--- src/hdl/ttrd_pkg.sv ---
package ttrd_pkg;

    // Field widths
    localparam int WORD_W     = 16;
    localparam int ID_W       = 7;
    localparam int DATA_W     = 8;
    localparam int STEP_W     = 21;
    localparam int WRAP_W     = 32;
    localparam int MACRO_W    = 48;
    localparam int WRAP_SHIFT = 16;
    localparam int ENTRY_W    = ID_W + DATA_W;

    // Word codes
    localparam logic [WORD_W-1:0] FILLER_WORD  = 16'h7FFF;
    localparam logic [ID_W-1:0]   ID_LASER     = 7'd124;
    localparam logic [ID_W-1:0]   ID_STEP_LOW  = 7'd125;
    localparam logic [ID_W-1:0]   ID_STEP_MID  = 7'd126;
    localparam logic [ID_W-1:0]   ID_STEP_HIGH = 7'd127;

    // Marker kinds
    localparam logic [ID_W-1:0] MARK_PIXEL = 7'd1;
    localparam logic [ID_W-1:0] MARK_LINE  = 7'd2;
    localparam logic [ID_W-1:0] MARK_FRAME = 7'd3;

    // Configuration register indexes and reset values
    localparam logic            CFG_CHANNEL_COUNT   = 1'b0;
    localparam logic            CFG_DROP_FILLER     = 1'b1;
    localparam logic [ID_W-1:0] CHANNEL_COUNT_RESET = 7'd25;

    typedef enum logic [2:0] {
        ST_IDLE,
        ST_WRAP,
        ST_MACRO,
        ST_READ,
        ST_PHOTON,
        ST_MARKER
    } state_t;

    // Controller to datapath
    typedef struct packed {
        logic s_ready;
        logic wrap_upd;
        logic macro_upd;
        logic rd_en;
        logic load_photon;
        logic load_marker;
        logic done;
    } cmd_t;

    // Datapath to controller; mask bits: [0] pixel, [1] line, [2] frame
    typedef struct packed {
        logic       in_closing;
        logic       fill_zero;
        logic       rd_last;
        logic [2:0] mask;
        logic       mask_single;
        logic       out_free;
    } status_t;

endpackage

--- src/hdl/ttrd_ctrl.sv ---
module ttrd_ctrl (
    input  logic              aclk,
    input  logic              aresetn,
    input  ttrd_pkg::status_t status,
    output ttrd_pkg::cmd_t    cmd
);
    import ttrd_pkg::*;

    state_t state_reg;
    state_t state_next;

    // State register
    always_ff @(posedge aclk) begin
        if (!aresetn) begin
            state_reg <= ST_IDLE;
        end else begin
            state_reg <= state_next;
        end
    end

    // Next state and commands
    always_comb begin
        state_next = state_reg;
        cmd        = '0;
        case (state_reg)
            ST_IDLE: begin
                cmd.s_ready = 1'b1;
                if (status.in_closing) begin
                    state_next = ST_WRAP;
                end
            end
            ST_WRAP: begin
                cmd.wrap_upd = 1'b1;
                state_next   = ST_MACRO;
            end
            ST_MACRO: begin
                cmd.macro_upd = 1'b1;
                if (!status.fill_zero) begin
                    state_next = ST_READ;
                end else if (status.mask != 3'b000) begin
                    state_next = ST_MARKER;
                end else begin
                    cmd.done   = 1'b1;
                    state_next = ST_IDLE;
                end
            end
            ST_READ: begin
                cmd.rd_en  = 1'b1;
                state_next = ST_PHOTON;
            end
            ST_PHOTON: begin
                if (status.out_free) begin
                    cmd.load_photon = 1'b1;
                    if (!status.rd_last) begin
                        state_next = ST_READ;
                    end else if (status.mask != 3'b000) begin
                        state_next = ST_MARKER;
                    end else begin
                        cmd.done   = 1'b1;
                        state_next = ST_IDLE;
                    end
                end
            end
            ST_MARKER: begin
                if (status.out_free) begin
                    cmd.load_marker = 1'b1;
                    if (status.mask_single) begin
                        cmd.done   = 1'b1;
                        state_next = ST_IDLE;
                    end
                end
            end
            default: begin
                state_next = ST_IDLE;
            end
        endcase
    end

endmodule

--- src/hdl/ttrd_datapath.sv ---
module ttrd_datapath #(
    parameter int PENDING_DEPTH = 32
) (
    input  logic                          aclk,
    input  logic                          aresetn,
    input  logic                          s_valid,
    input  logic [ttrd_pkg::WORD_W-1:0]   s_word,
    input  logic                          cfg_valid,
    input  logic                          cfg_index,
    input  logic [ttrd_pkg::ID_W-1:0]     cfg_data,
    input  logic                          m_ready,
    output logic                          m_valid,
    output logic [ttrd_pkg::MACRO_W-1:0]  m_macro_time,
    output logic [ttrd_pkg::DATA_W-1:0]   m_micro_time,
    output logic [ttrd_pkg::ID_W-1:0]     m_channel,
    output logic                          m_is_marker,
    output logic                          m_overflow,
    output logic                          m_last,
    input  ttrd_pkg::cmd_t                cmd,
    output ttrd_pkg::status_t             status
);
    import ttrd_pkg::*;

    localparam int FILL_W = $clog2(PENDING_DEPTH + 1);
    localparam int IDX_W  = (PENDING_DEPTH > 1) ? $clog2(PENDING_DEPTH) : 1;

    // Configuration
    logic [ID_W-1:0]    chan_count_reg;
    logic               skip_filler_reg;

    // Record state
    logic [STEP_W-1:0]  prev_step_reg;
    logic               step_seen_reg;
    logic [WRAP_W-1:0]  wrap_reg;
    logic [DATA_W-1:0]  low_reg;
    logic [DATA_W-1:0]  mid_reg;
    logic [DATA_W-1:0]  hi_reg;
    logic [DATA_W-1:0]  laser_ref_reg;
    logic               laser_present_reg;
    logic               prev_frame_reg;
    logic               prev_line_reg;
    logic [FILL_W-1:0]  fill_reg;
    logic               lost_reg;
    logic [FILL_W-1:0]  rd_idx_reg;
    logic [2:0]         mask_reg;
    logic               ovf_reg;
    logic [MACRO_W-1:0] macro_reg;
    logic               m_valid_reg;

    // Photon buffer
    logic [ENTRY_W-1:0] buf_mem [PENDING_DEPTH];
    logic [ENTRY_W-1:0] rd_data_reg;

    logic               accept;
    logic               in_flag;
    logic [ID_W-1:0]    in_id;
    logic [DATA_W-1:0]  in_data;
    logic               is_filler;
    logic               is_chan;
    logic               is_closing;
    logic               buf_full;
    logic               buf_wr;
    logic [STEP_W-1:0]  step_w;
    logic [MACRO_W:0]   macro_sum;
    logic [2:0]         mask_clr;
    logic [DATA_W-1:0]  entry_code;
    logic [DATA_W-1:0]  photon_micro;
    logic [ID_W-1:0]    marker_kind;

    // Word decode
    assign accept     = s_valid & cmd.s_ready;
    assign in_flag    = s_word[WORD_W-1];
    assign in_id      = s_word[WORD_W-2:DATA_W];
    assign in_data    = s_word[DATA_W-1:0];
    assign is_filler  = skip_filler_reg && (s_word == FILLER_WORD);
    assign is_chan    = !is_filler && (in_id < chan_count_reg);
    assign is_closing = !is_filler && !is_chan && (in_id == ID_STEP_HIGH);
    assign buf_full   = (fill_reg >= FILL_W'(PENDING_DEPTH));
    assign buf_wr     = accept && is_chan && in_flag && !buf_full;

    // Coarse step and saturated unwrapped time
    assign step_w    = {hi_reg[ID_W-1:0], mid_reg[ID_W-1:0], low_reg[ID_W-1:0]};
    assign macro_sum = {1'b0, wrap_reg, {WRAP_SHIFT{1'b0}}} + (MACRO_W + 1)'(step_w);

    // Marker selection: lowest pending kind first
    assign mask_clr = mask_reg & (mask_reg - 3'b001);
    always_comb begin
        if (mask_reg[0]) begin
            marker_kind = MARK_PIXEL;
        end else if (mask_reg[1]) begin
            marker_kind = MARK_LINE;
        end else begin
            marker_kind = MARK_FRAME;
        end
    end

    // Laser-relative code, wraps modulo 256
    assign entry_code   = rd_data_reg[DATA_W-1:0];
    assign photon_micro = laser_present_reg ? (entry_code - laser_ref_reg) : entry_code;

    // Status to controller
    assign status.in_closing  = s_valid && is_closing;
    assign status.fill_zero   = (fill_reg == '0);
    assign status.rd_last     = (FILL_W'(rd_idx_reg + 1'b1) == fill_reg);
    assign status.mask        = mask_reg;
    assign status.mask_single = (mask_clr == 3'b000);
    assign status.out_free    = !m_valid_reg || m_ready;

    // Configuration and record state
    always_ff @(posedge aclk) begin
        if (!aresetn) begin
            chan_count_reg    <= CHANNEL_COUNT_RESET;
            skip_filler_reg   <= 1'b1;
            prev_step_reg     <= '0;
            step_seen_reg     <= 1'b0;
            wrap_reg          <= '0;
            low_reg           <= '0;
            mid_reg           <= '0;
            hi_reg            <= '0;
            laser_ref_reg     <= '0;
            laser_present_reg <= 1'b0;
            prev_frame_reg    <= 1'b0;
            prev_line_reg     <= 1'b0;
            fill_reg          <= '0;
            lost_reg          <= 1'b0;
            rd_idx_reg        <= '0;
            mask_reg          <= '0;
            ovf_reg           <= 1'b0;
        end else begin
            if (cfg_valid) begin
                if (cfg_index == CFG_CHANNEL_COUNT) begin
                    chan_count_reg <= cfg_data;
                end else begin
                    skip_filler_reg <= cfg_data[0];
                end
            end

            // Input word
            if (accept && !is_filler) begin
                if (is_chan) begin
                    if (in_flag) begin
                        if (!buf_full) begin
                            fill_reg <= fill_reg + 1'b1;
                        end else begin
                            lost_reg <= 1'b1;
                        end
                    end
                end else if (in_id == ID_LASER) begin
                    if (in_flag) begin
                        laser_ref_reg     <= in_data;
                        laser_present_reg <= 1'b1;
                    end
                end else if (in_id == ID_STEP_LOW) begin
                    low_reg <= in_data;
                end else if (in_id == ID_STEP_MID) begin
                    mid_reg <= in_data;
                end else if (in_id == ID_STEP_HIGH) begin
                    hi_reg <= in_data;
                end
            end

            // Unwrap on any decrease; markers from levels and rising edges
            if (cmd.wrap_upd) begin
                if (step_seen_reg && (step_w < prev_step_reg) && (wrap_reg != '1)) begin
                    wrap_reg <= wrap_reg + 1'b1;
                end
                prev_step_reg  <= step_w;
                step_seen_reg  <= 1'b1;
                mask_reg       <= {mid_reg[DATA_W-1] & !prev_frame_reg,
                                   hi_reg[DATA_W-1] & !prev_line_reg,
                                   low_reg[DATA_W-1]};
                prev_frame_reg <= mid_reg[DATA_W-1];
                prev_line_reg  <= hi_reg[DATA_W-1];
                ovf_reg        <= lost_reg;
            end

            if (cmd.macro_upd) begin
                rd_idx_reg <= '0;
            end else if (cmd.load_photon) begin
                rd_idx_reg <= rd_idx_reg + 1'b1;
            end

            if (cmd.load_marker) begin
                mask_reg <= mask_clr;
            end

            // Record closed
            if (cmd.done) begin
                fill_reg          <= '0;
                lost_reg          <= 1'b0;
                laser_present_reg <= 1'b0;
            end
        end
    end

    // Time of the record
    always_ff @(posedge aclk) begin
        if (cmd.macro_upd) begin
            macro_reg <= macro_sum[MACRO_W] ? '1 : macro_sum[MACRO_W-1:0];
        end
    end

    // Photon buffer write and registered read
    always_ff @(posedge aclk) begin
        if (buf_wr) begin
            buf_mem[fill_reg[IDX_W-1:0]] <= {in_id, in_data};
        end
        if (cmd.rd_en) begin
            rd_data_reg <= buf_mem[rd_idx_reg[IDX_W-1:0]];
        end
    end

    // Output register valid
    always_ff @(posedge aclk) begin
        if (!aresetn) begin
            m_valid_reg <= 1'b0;
        end else if (cmd.load_photon || cmd.load_marker) begin
            m_valid_reg <= 1'b1;
        end else if (m_ready) begin
            m_valid_reg <= 1'b0;
        end
    end

    // Output register payload
    always_ff @(posedge aclk) begin
        if (cmd.load_photon) begin
            m_macro_time <= macro_reg;
            m_micro_time <= photon_micro;
            m_channel    <= rd_data_reg[ENTRY_W-1:DATA_W];
            m_is_marker  <= 1'b0;
            m_overflow   <= ovf_reg;
            m_last       <= status.rd_last && (mask_reg == 3'b000);
        end else if (cmd.load_marker) begin
            m_macro_time <= macro_reg;
            m_micro_time <= '0;
            m_channel    <= marker_kind;
            m_is_marker  <= 1'b1;
            m_overflow   <= ovf_reg;
            m_last       <= (mask_clr == 3'b000);
        end
    end

    assign m_valid = m_valid_reg;

endmodule

--- src/hdl/ttr_word_stream_event_decoder.sv ---
// Time-tagger word stream decoder.
// Input channel (s_valid/s_ready, s_word): one 16-bit tagger word per transfer.
// Detector words are buffered, laser and step words update record state; the
// closing step word (id 127) flushes the record as result transfers on the
// output channel (m_valid/m_ready): buffered photons in arrival order, then the
// pixel, line and frame markers. m_last marks the final result of a record.
// Configuration channel (cfg_valid/cfg_ready, cfg_index, cfg_data): index 0
// is channel_count, index 1 is drop_filler_words; write only while idle.
// A non-closing word is taken without dropping s_ready. A closing word holds
// s_ready low while the record is flushed: step unwrap, time sum, then one
// buffer read and one output load per photon through the single registered
// buffer read port, then one output load per marker, longer when the
// receiver stalls. The first result is loaded after the time sum and the
// first buffer read, or straight after the time sum with no photons.
// A stalled receiver holds the output register and the sequencer waits;
// s_ready returns once the last result of the record is loaded.
// Reset (aresetn, synchronous, active low) clears m_valid and the record
// state but macro_reg, and restores channel_count 25 and drop_filler_words 1.
module ttr_word_stream_event_decoder #(
    parameter int PENDING_DEPTH = 32
) (
    input  logic                          aclk,
    input  logic                          aresetn,
    input  logic                          s_valid,
    output logic                          s_ready,
    input  logic [ttrd_pkg::WORD_W-1:0]   s_word,
    input  logic                          cfg_valid,
    output logic                          cfg_ready,
    input  logic                          cfg_index,
    input  logic [ttrd_pkg::ID_W-1:0]     cfg_data,
    output logic                          m_valid,
    input  logic                          m_ready,
    output logic [ttrd_pkg::MACRO_W-1:0]  m_macro_time,
    output logic [ttrd_pkg::DATA_W-1:0]   m_micro_time,
    output logic [ttrd_pkg::ID_W-1:0]     m_channel,
    output logic                          m_is_marker,
    output logic                          m_overflow,
    output logic                          m_last
);
    import ttrd_pkg::*;

    cmd_t    cmd;
    status_t status;

    // Configuration writes are taken in any cycle
    assign cfg_ready = 1'b1;
    assign s_ready   = cmd.s_ready;

    ttrd_ctrl u_ctrl (
        .aclk    (aclk),
        .aresetn (aresetn),
        .status  (status),
        .cmd     (cmd)
    );

    ttrd_datapath #(
        .PENDING_DEPTH (PENDING_DEPTH)
    ) u_datapath (
        .aclk         (aclk),
        .aresetn      (aresetn),
        .s_valid      (s_valid),
        .s_word       (s_word),
        .cfg_valid    (cfg_valid),
        .cfg_index    (cfg_index),
        .cfg_data     (cfg_data),
        .m_ready      (m_ready),
        .m_valid      (m_valid),
        .m_macro_time (m_macro_time),
        .m_micro_time (m_micro_time),
        .m_channel    (m_channel),
        .m_is_marker  (m_is_marker),
        .m_overflow   (m_overflow),
        .m_last       (m_last),
        .cmd          (cmd),
        .status       (status)
    );

    // A closing word blocks further input until the record is flushed
    a_close_blocks: assert property (@(posedge aclk) disable iff (!aresetn)
        s_valid && s_ready && status.in_closing |=> !s_ready)
        else $error("input taken right after a closing word");

    // Results are loaded only into a free output register
    a_load_free: assert property (@(posedge aclk) disable iff (!aresetn)
        (cmd.load_photon || cmd.load_marker) |-> status.out_free)
        else $error("result loaded over a pending result");

    // Closing a record empties the photon buffer
    a_done_clears: assert property (@(posedge aclk) disable iff (!aresetn)
        cmd.done |=> status.fill_zero)
        else $error("photon buffer not empty after record close");

endmodule
--- config.mk ---
export PLATFORM = sky130hd
export DESIGN_NAME = ttr_word_stream_event_decoder
export DESIGN_NICKNAME = d
export VERILOG_FILES = /design/src/hdl/ttrd_pkg.sv /design/src/hdl/ttrd_ctrl.sv /design/src/hdl/ttrd_datapath.sv /design/src/hdl/ttr_word_stream_event_decoder.sv
export SDC_FILE = /design/constraint.sdc
export NUM_CORES = 1
export LEC_CHECK = 0
export CAP_MARGIN = 25
export CELL_PAD_IN_SITES_DETAIL_PLACEMENT = 0
export CELL_PAD_IN_SITES_GLOBAL_PLACEMENT = 1
export CORE_UTILIZATION = 40
export DETAILED_ROUTE_END_ITERATION = 7
export DONT_BUFFER_PORTS = 1
export GPL_TIMING_DRIVEN = 0
export PLACE_DENSITY_LB_ADDON = 0.1
export SYNTH_ARGS = -nofsm -noshare
export SYNTH_HDL_FRONTEND = slang
export SYNTH_SLANG_ARGS = --single-unit
--- constraint.sdc ---
create_clock -name aclk -period 4.8 [get_ports aclk]
set_clock_uncertainty 0.05 [all_clocks]
set_input_delay 0.48 -clock aclk [delete_from_list [all_inputs] [get_ports aclk]]
set_output_delay 0.48 -clock aclk [all_outputs]
set_load 0.02 [all_outputs]
* Word level (Yosys, flattened, before mapping) *
Memories as Yosys holds them, arrays and structs flattened. A register that Yosys moved wholly into a read port is not among the register bits.
Index checks and enable logic that the tools add are counted.

storage, ports and cells
  output and inout bits = 69
  memories kept = 1
  register bits after elaboration = 232
  logic and storage cells = 144
  input bits = 29
  memory bits (writable) = 480

operators by class
  reductions and logical operators = 40
  muxes and demuxes = 41
  magnitude comparators = 3
  equal/unequal tests = 16
  $add $sub $neg = 6
  bitwise operators = 11

memories
  name                words  bits a word  rd ports  clocked after Yosys merged registers in  write ports  line                 source
  u_datapath.buf_mem  32     15           1         1                                        1            ttrd_datapath.sv:51  logic [ENTRY_W-1:0] buf_mem [PENDING_DEPTH];

operators with widths
  cell                                                                number
  48-bit two-way mux                                                  2
  48-bit by 21-bit adder with 49-bit output                           1
  32-bit by 1-bit adder with 32-bit output (second input constant)    1
  32-bit != test (second input constant)                              1
  7-bit == test (second input constant)                               4
  3-bit two-way mux                                                   9
  8-bit two-way mux                                                   3
  21-bit less-than comparator                                         1
  1-bit two-way mux                                                   21
  7-bit two-way mux                                                   3
  4-bit AND reduction                                                 5
  3-bit one-hot mux with 6 select lines                               1
  16-bit by 15-bit == test with 1-bit output (second input constant)  1
  6-bit by 1-bit adder with 6-bit output (second input constant)      2
  1-bit logical AND                                                   12
  3-bit logical NOT                                                   3
  2-bit != test (second input constant)                               4
  8-bit subtractor                                                    1
  7-bit less-than comparator                                          1
  1-bit inverter                                                      7
  3-bit by 2-bit == test with 1-bit output (second input constant)    2
  3-bit == test (second input constant)                               2
  6-bit == test                                                       1
  6-bit greater-or-equal comparator (second input constant)           1
  15 further kinds                                                    28

* Depth between registers and ports, before layout *
  depth after elaboration = 10
  depth in mapped cells = 11
  mapped depth without buffers = 10

* Cells and area by module *
A second synthesis with hierarchy kept.

second synthesis, totals
  cells, all modules = 1,765
  area, all modules = 29,579.6 um^2

by module, submodules not included
  module                         cells an instance  sequential area each (um^2)  area an instance (um^2)  times used
  ttrd_datapath                  1,721              20,579.7                     29,254.3                 1
  ttrd_ctrl                      42                 60.1                         314.1                    1
  ttr_word_stream_event_decoder  2                  0.0                          11.3                     1

* Worst setup path before layout *
No wires, ideal clock.

  kind = register to register
  start point = reg u_ctrl.state_reg[2]
  end point = reg u_datapath.fill_reg[0]
  setup time = 0.130 ns
  path buffers = 1
  clock period less this slack = 4.889 ns
  path slack = -0.089 ns
  arrival time = 4.709 ns
  data required time = 4.620 ns
  cell stages (with the launch flop) = 7
  path through = dfxtp_1 buf_6 nor2b_1 nor2b_1 nand2_1 o221ai_2 nor2_1

on the way
  word-level cells in the longest chain between the ends = 5
  elaborated cells on any way between the ends = 10
  classes of those cells = eq/ne: 3; mux: 2; bitwise: 1; reduce/logical: 4

RTL lines
  what                                  line                  source
  from (decl)                           ttrd_ctrl.sv:9        state_t state_reg;
  from (signal assigned)                ttrd_ctrl.sv:17       state_reg <= state_next;
  3-bit logical NOT                     ttrd_ctrl.sv:25       case (state_reg)
  1-bit two-way mux                     ttrd_ctrl.sv:25
  1-bit bitwise AND                     ttrd_datapath.sv:71   assign accept = s_valid & cmd.s_ready;
  1-bit logical AND                     ttrd_datapath.sv:139  if (accept && !is_filler) begin
  4-bit AND reduction (no source line)  -
  to (signal assigned)                  ttrd_datapath.sv:143  fill_reg <= fill_reg + 1'b1;
  to (decl)                             ttrd_datapath.sv:42   logic [FILL_W-1:0] fill_reg;

Parallel ways exist; a longest one is shown, timed or not.
A chain may end at the register's enable or synchronous reset.

* Worst setup path in the final report *
  start point = reg u_datapath.chan_count_reg[2]
  end point = mem u_datapath.buf_mem[2][8] (netlist name) (enable)

on the way
  word-level cells in the longest chain between the ends = 7

RTL lines
  what                                     line                  source
  from (decl)                              ttrd_datapath.sv:28   logic [ID_W-1:0] chan_count_reg;
  from (signal assigned)                   ttrd_datapath.sv:132  chan_count_reg <= cfg_data;
  7-bit less-than comparator               ttrd_datapath.sv:76   assign is_chan = !is_filler && (in_id < chan_count_reg);
  1-bit logical AND                        ttrd_datapath.sv:76
  1-bit logical AND (3 in a row)           ttrd_datapath.sv:79   assign buf_wr = accept && is_chan && in_flag && !buf_full;
  1-bit two-way mux                        ttrd_datapath.sv:205  if (buf_wr) begin
  1-bit two-way mux (implied by the code)  ttrd_datapath.sv:206  buf_mem[fill_reg[IDX_W-1:0]] <= {in_id, in_data};
  to (decl)                                ttrd_datapath.sv:51

No other way between the ends.

==> results.md <==
- Outcome: complete, but fails checks
- Failing checks: design-rule violations
- Crit path kind: reg -> reg
- Fin Hold WS: 0.0750 ns
- Starting Density: 0.405
- Final hold viol count: 0
- Number of flops mapped to enable cells by yosys: between 600 and 700
- FP Rows: ~100
- Worst min path class: in -> reg
- Final Critical Period: 3.77 ns
- Pins Over Slew Limit: 0
- Die area: around 75000 µm²
- Die H: 274 µm
- Synth cell types: 78
- Switch Pwr: 2660 µW
- Post-DR vias/cell: 5.38
- Pin count of the biggest net entering global routing: 36
- Worst Hold Depth: 2
- Clock Sink Count: between 700 and 800
- Core area: around 73000 µm²
- RR Endpoint: u_datapath.buf_mem[2][8]$_DFFE_PP_
- Syn nets: 1878
- Switching share of total power: 0.208
- Via Count: 15852
- Initial DRC Count: 1305
- CP Data Required Time: between 5 and 6 ns
- Setup repair bufs after CTS: 0
- DRT Pass-1 Iters: 8
- Post-synth top flop: edfxtp_1
- Max reg flops: 480
- TNS Setup: 0 ns
- Max-cap violations: 0
- PortBufs: 0
- Die width: around 270 µm
- Period utilisation layout: 0.786
- Dpl hpwl: 47800 µm
- Share of cells above drive strength 1: 0.196
- Fill count: 6331
- Total grt overflow: 0
- Worst vdd ir: 261 µV
- Yosys warning count: 0
- Maximum clock frequency: 0.265 GHz
- CP arrival: 4.06 ns
- Cell Pwr Density: around 380 nW/µm²
- CTS tree: yes
- Clock network power share: 0.449
- Internal reg-to-reg setup slack: 1.03 ns
- Initial antenna violation count: 6
- Net count reported at finish: between 2000 and 2500
- Synth Area per Inst: 16.5 µm²
- Clk buf depth: 3
- Util after Layout: 0.465
- Sequential share of power: 0.534
- Worst hold start: aresetn
- R2R depth: 9
- Worst setup SP type: register
- Post-synthesis async set-or-reset flop share: 0
- Worst-margin pin slew: 1.02 ns
- CTS Root Buffer Type: clkbuf_16
- Routability cong.: 0.851
- Logic gate share of total power: 0.018
- CTS H-tree lvls: 3
- P_leak: 0.0109 µW
- Slew margin rel.: 0.318
- Crit Path Max Fanout: 8
- Reg2reg start: u_datapath.chan_count_reg[2]$_SDFFE_PN0P_
- Global-route wire length before repair: 109000 µm
- Clock-pin slew on the worst setup and hold paths: roughly 0.06 ns
- IO Pins: 98
- DRC: 22
- Mapped Cells: 1803
- Unrepaired setup endpoints after global routing: no
- TritonCTS buffer count: 79
- Cell Int Power: 10100 µW
- Worst Hold Endpoint: u_datapath.wrap_reg[8]$_SDFFE_PN0P_
- Sequential-to-total area share from yosys stat: 0.695
- Endpoints failing setup: 0
- Post-DRT Antenna Nets: 0
- P&R area growth vs syn: 14.8%
- Vias in the first global route: 16203
- Mapped cell area: 29700 µm²
- Element type at the critical path end: register
- Wire per inst: 25.2 µm
- Clk_lat worst skew: between 0.6 and 0.7 ns
- Tot GR Track Use: 0.201
- Detailed Route WL: 74200 µm
- Number of synthesized register bits: around 730
## repair_timing
item                                    CTS  global route
hold buffers                             28             0
resized for setup                         0             0
hold endpoints to repair                516             0
endpoints found under the setup margin    0             0
## layout make-up
| type | count | area [µm²] | share of cell area |
|---|---|---|---|
| well taps | 959 | 1200 | 0.0352 |
| diodes | 1 | 2.50 | 0.0000735 |
| flip-flops and latches | 727 | 20600 | 0.606 |
| clock inverters | 39 | 354 | 0.0104 |
| plain buffers | 90 | 408 | 0.0120 |
| repair buffers | 45 | 667 | 0.0196 |
| inverters | 52 | 195 | 0.00573 |
| clock buffers | 99 | 2070 | 0.0608 |
| multi-input cells | 934 | 8530 | 0.250 |
## power groups by stage
stage	sequential, µW	clock (µW)	combinational (µW)
after global routing	6830	6130	248
after detailed placement	6960	0	112
final	6830	5740	228
after global placement	6960	0	110
after CTS	6830	5890	234
after floorplan	6960	0	68.2
## critical path, stage by stage (launching register included)
cell and delay (ns):
dfxtp_1 0.33, inv_1 0.05, ha_1 0.29, a21o_1 0.16, a31oi_1 0.18, o21ai_1 0.16, nor3_1 0.61, nand2_1 0.60
nor2_1 0.80, buf_6 0.24
## logic make-up after synthesis
family                     synth area share
xor gates and xnor gates             0.0177
AOI/OAI and AO/OA                    0.0355
muxes                                 0.128
and+or+nand+nor                      0.0826
DFF                                   0.695
adders and majority gates            0.0202
buffers and inverters                0.0203
other                              0.000126
## worst max path at each step
| stage | startpoint | end | slack, ns |
|---|---|---|---|
| after floorplan | u_ctrl.state_reg[2]$_SDFFE_PN0P_ | u_datapath.fill_reg[0]$_SDFFE_PP0P_ | 1.28 |
| after global placement | u_ctrl.state_reg[2]$_SDFFE_PN0P_ | u_datapath.fill_reg[5]$_SDFFE_PP0P_ | -0.43 |
| after detailed placement | s_word[10] | u_datapath.buf_mem[2][4]$_DFFE_PP_ | 0.88 |
| after CTS | u_datapath.chan_count_reg[2]$_SDFFE_PN0P_ | u_datapath.buf_mem[2][10]$_DFFE_PP_ | 1.0 |
| after global routing | u_datapath.chan_count_reg[2]$_SDFFE_PN0P_ | u_datapath.buf_mem[2][8]$_DFFE_PP_ | 0.72 |
| final | u_datapath.chan_count_reg[2]$_SDFFE_PN0P_ | u_datapath.buf_mem[2][8]$_DFFE_PP_ | 1.03 |
## layout by cell type (no fill, tap or decap), drive strengths merged, types with 32 or more instances in the layout
cell type and instances:
a21boi 32, buf 76, clkbuf 145, clkinv 32, dfxtp 119, edfxtp 608
ha 44, inv 54, mux4 150, nand2 157, nand3 51, nor2 83
o21ai 53, xor2 32
## stage by stage
stage	setup slack, ns	area [µm²]	power [µW]	instances
6_report	1.03	34100	12800	2946
2_1_floorplan	1.28	29700	7030	1803
3_3_place_gp	-0.426	30900	7070	2762
5_1_grt	0.724	34100	13200	2945
3_5_place_dp	0.879	31200	7080	2779
4_1_cts	0.997	34100	13000	2945
## layer usage
layer	track usage	part of all wire
met5	0	0
met4	0.0728	0.030
met3	0.0512	0.069
met2	0.313	0.46
met1	0.273	0.44
## Yosys cell counts, drive strengths merged, types with 3 or more instances
| library cell | count | area (µm²) |
|---|---|---|
| mux2i | 20 | 200 |
| nand2 | 157 | 599 |
| a31oi | 7 | 43.8 |
| xnor2 | 28 | 245 |
| nor4 | 19 | 119 |
| o2111ai | 3 | 32.5 |
| ha | 44 | 551 |
| o21a | 7 | 52.6 |
| nand3b | 7 | 52.6 |
| or3 | 7 | 48.8 |
| xor2 | 32 | 280 |
| inv | 52 | 195 |
| nor2 | 83 | 319 |
| or2 | 5 | 31.3 |
| nor2b | 21 | 131 |
| o311ai | 3 | 26.3 |
| mux4 | 150 | 3380 |
| nand2b | 28 | 175 |
| and4 | 4 | 37.5 |
| mux2 | 20 | 225 |
| and2 | 28 | 175 |
| edfxtp | 608 | 18300 |
| nand3 | 51 | 260 |
| buf | 44 | 235 |
| nor3 | 23 | 138 |
| a21oi | 28 | 140 |
| a211oi | 3 | 22.5 |
| and3 | 11 | 73.8 |
| or4 | 3 | 22.5 |
| clkbuf | 46 | 173 |
| or4b | 4 | 40.0 |
| a21o | 4 | 30.0 |
| o21ai | 53 | 280 |
| o211ai | 7 | 52.6 |
| dfxtp | 119 | 2380 |
| a21boi | 32 | 240 |
| nand4 | 18 | 159 |
No activity file was read; power rests on OpenSTA's default activity.
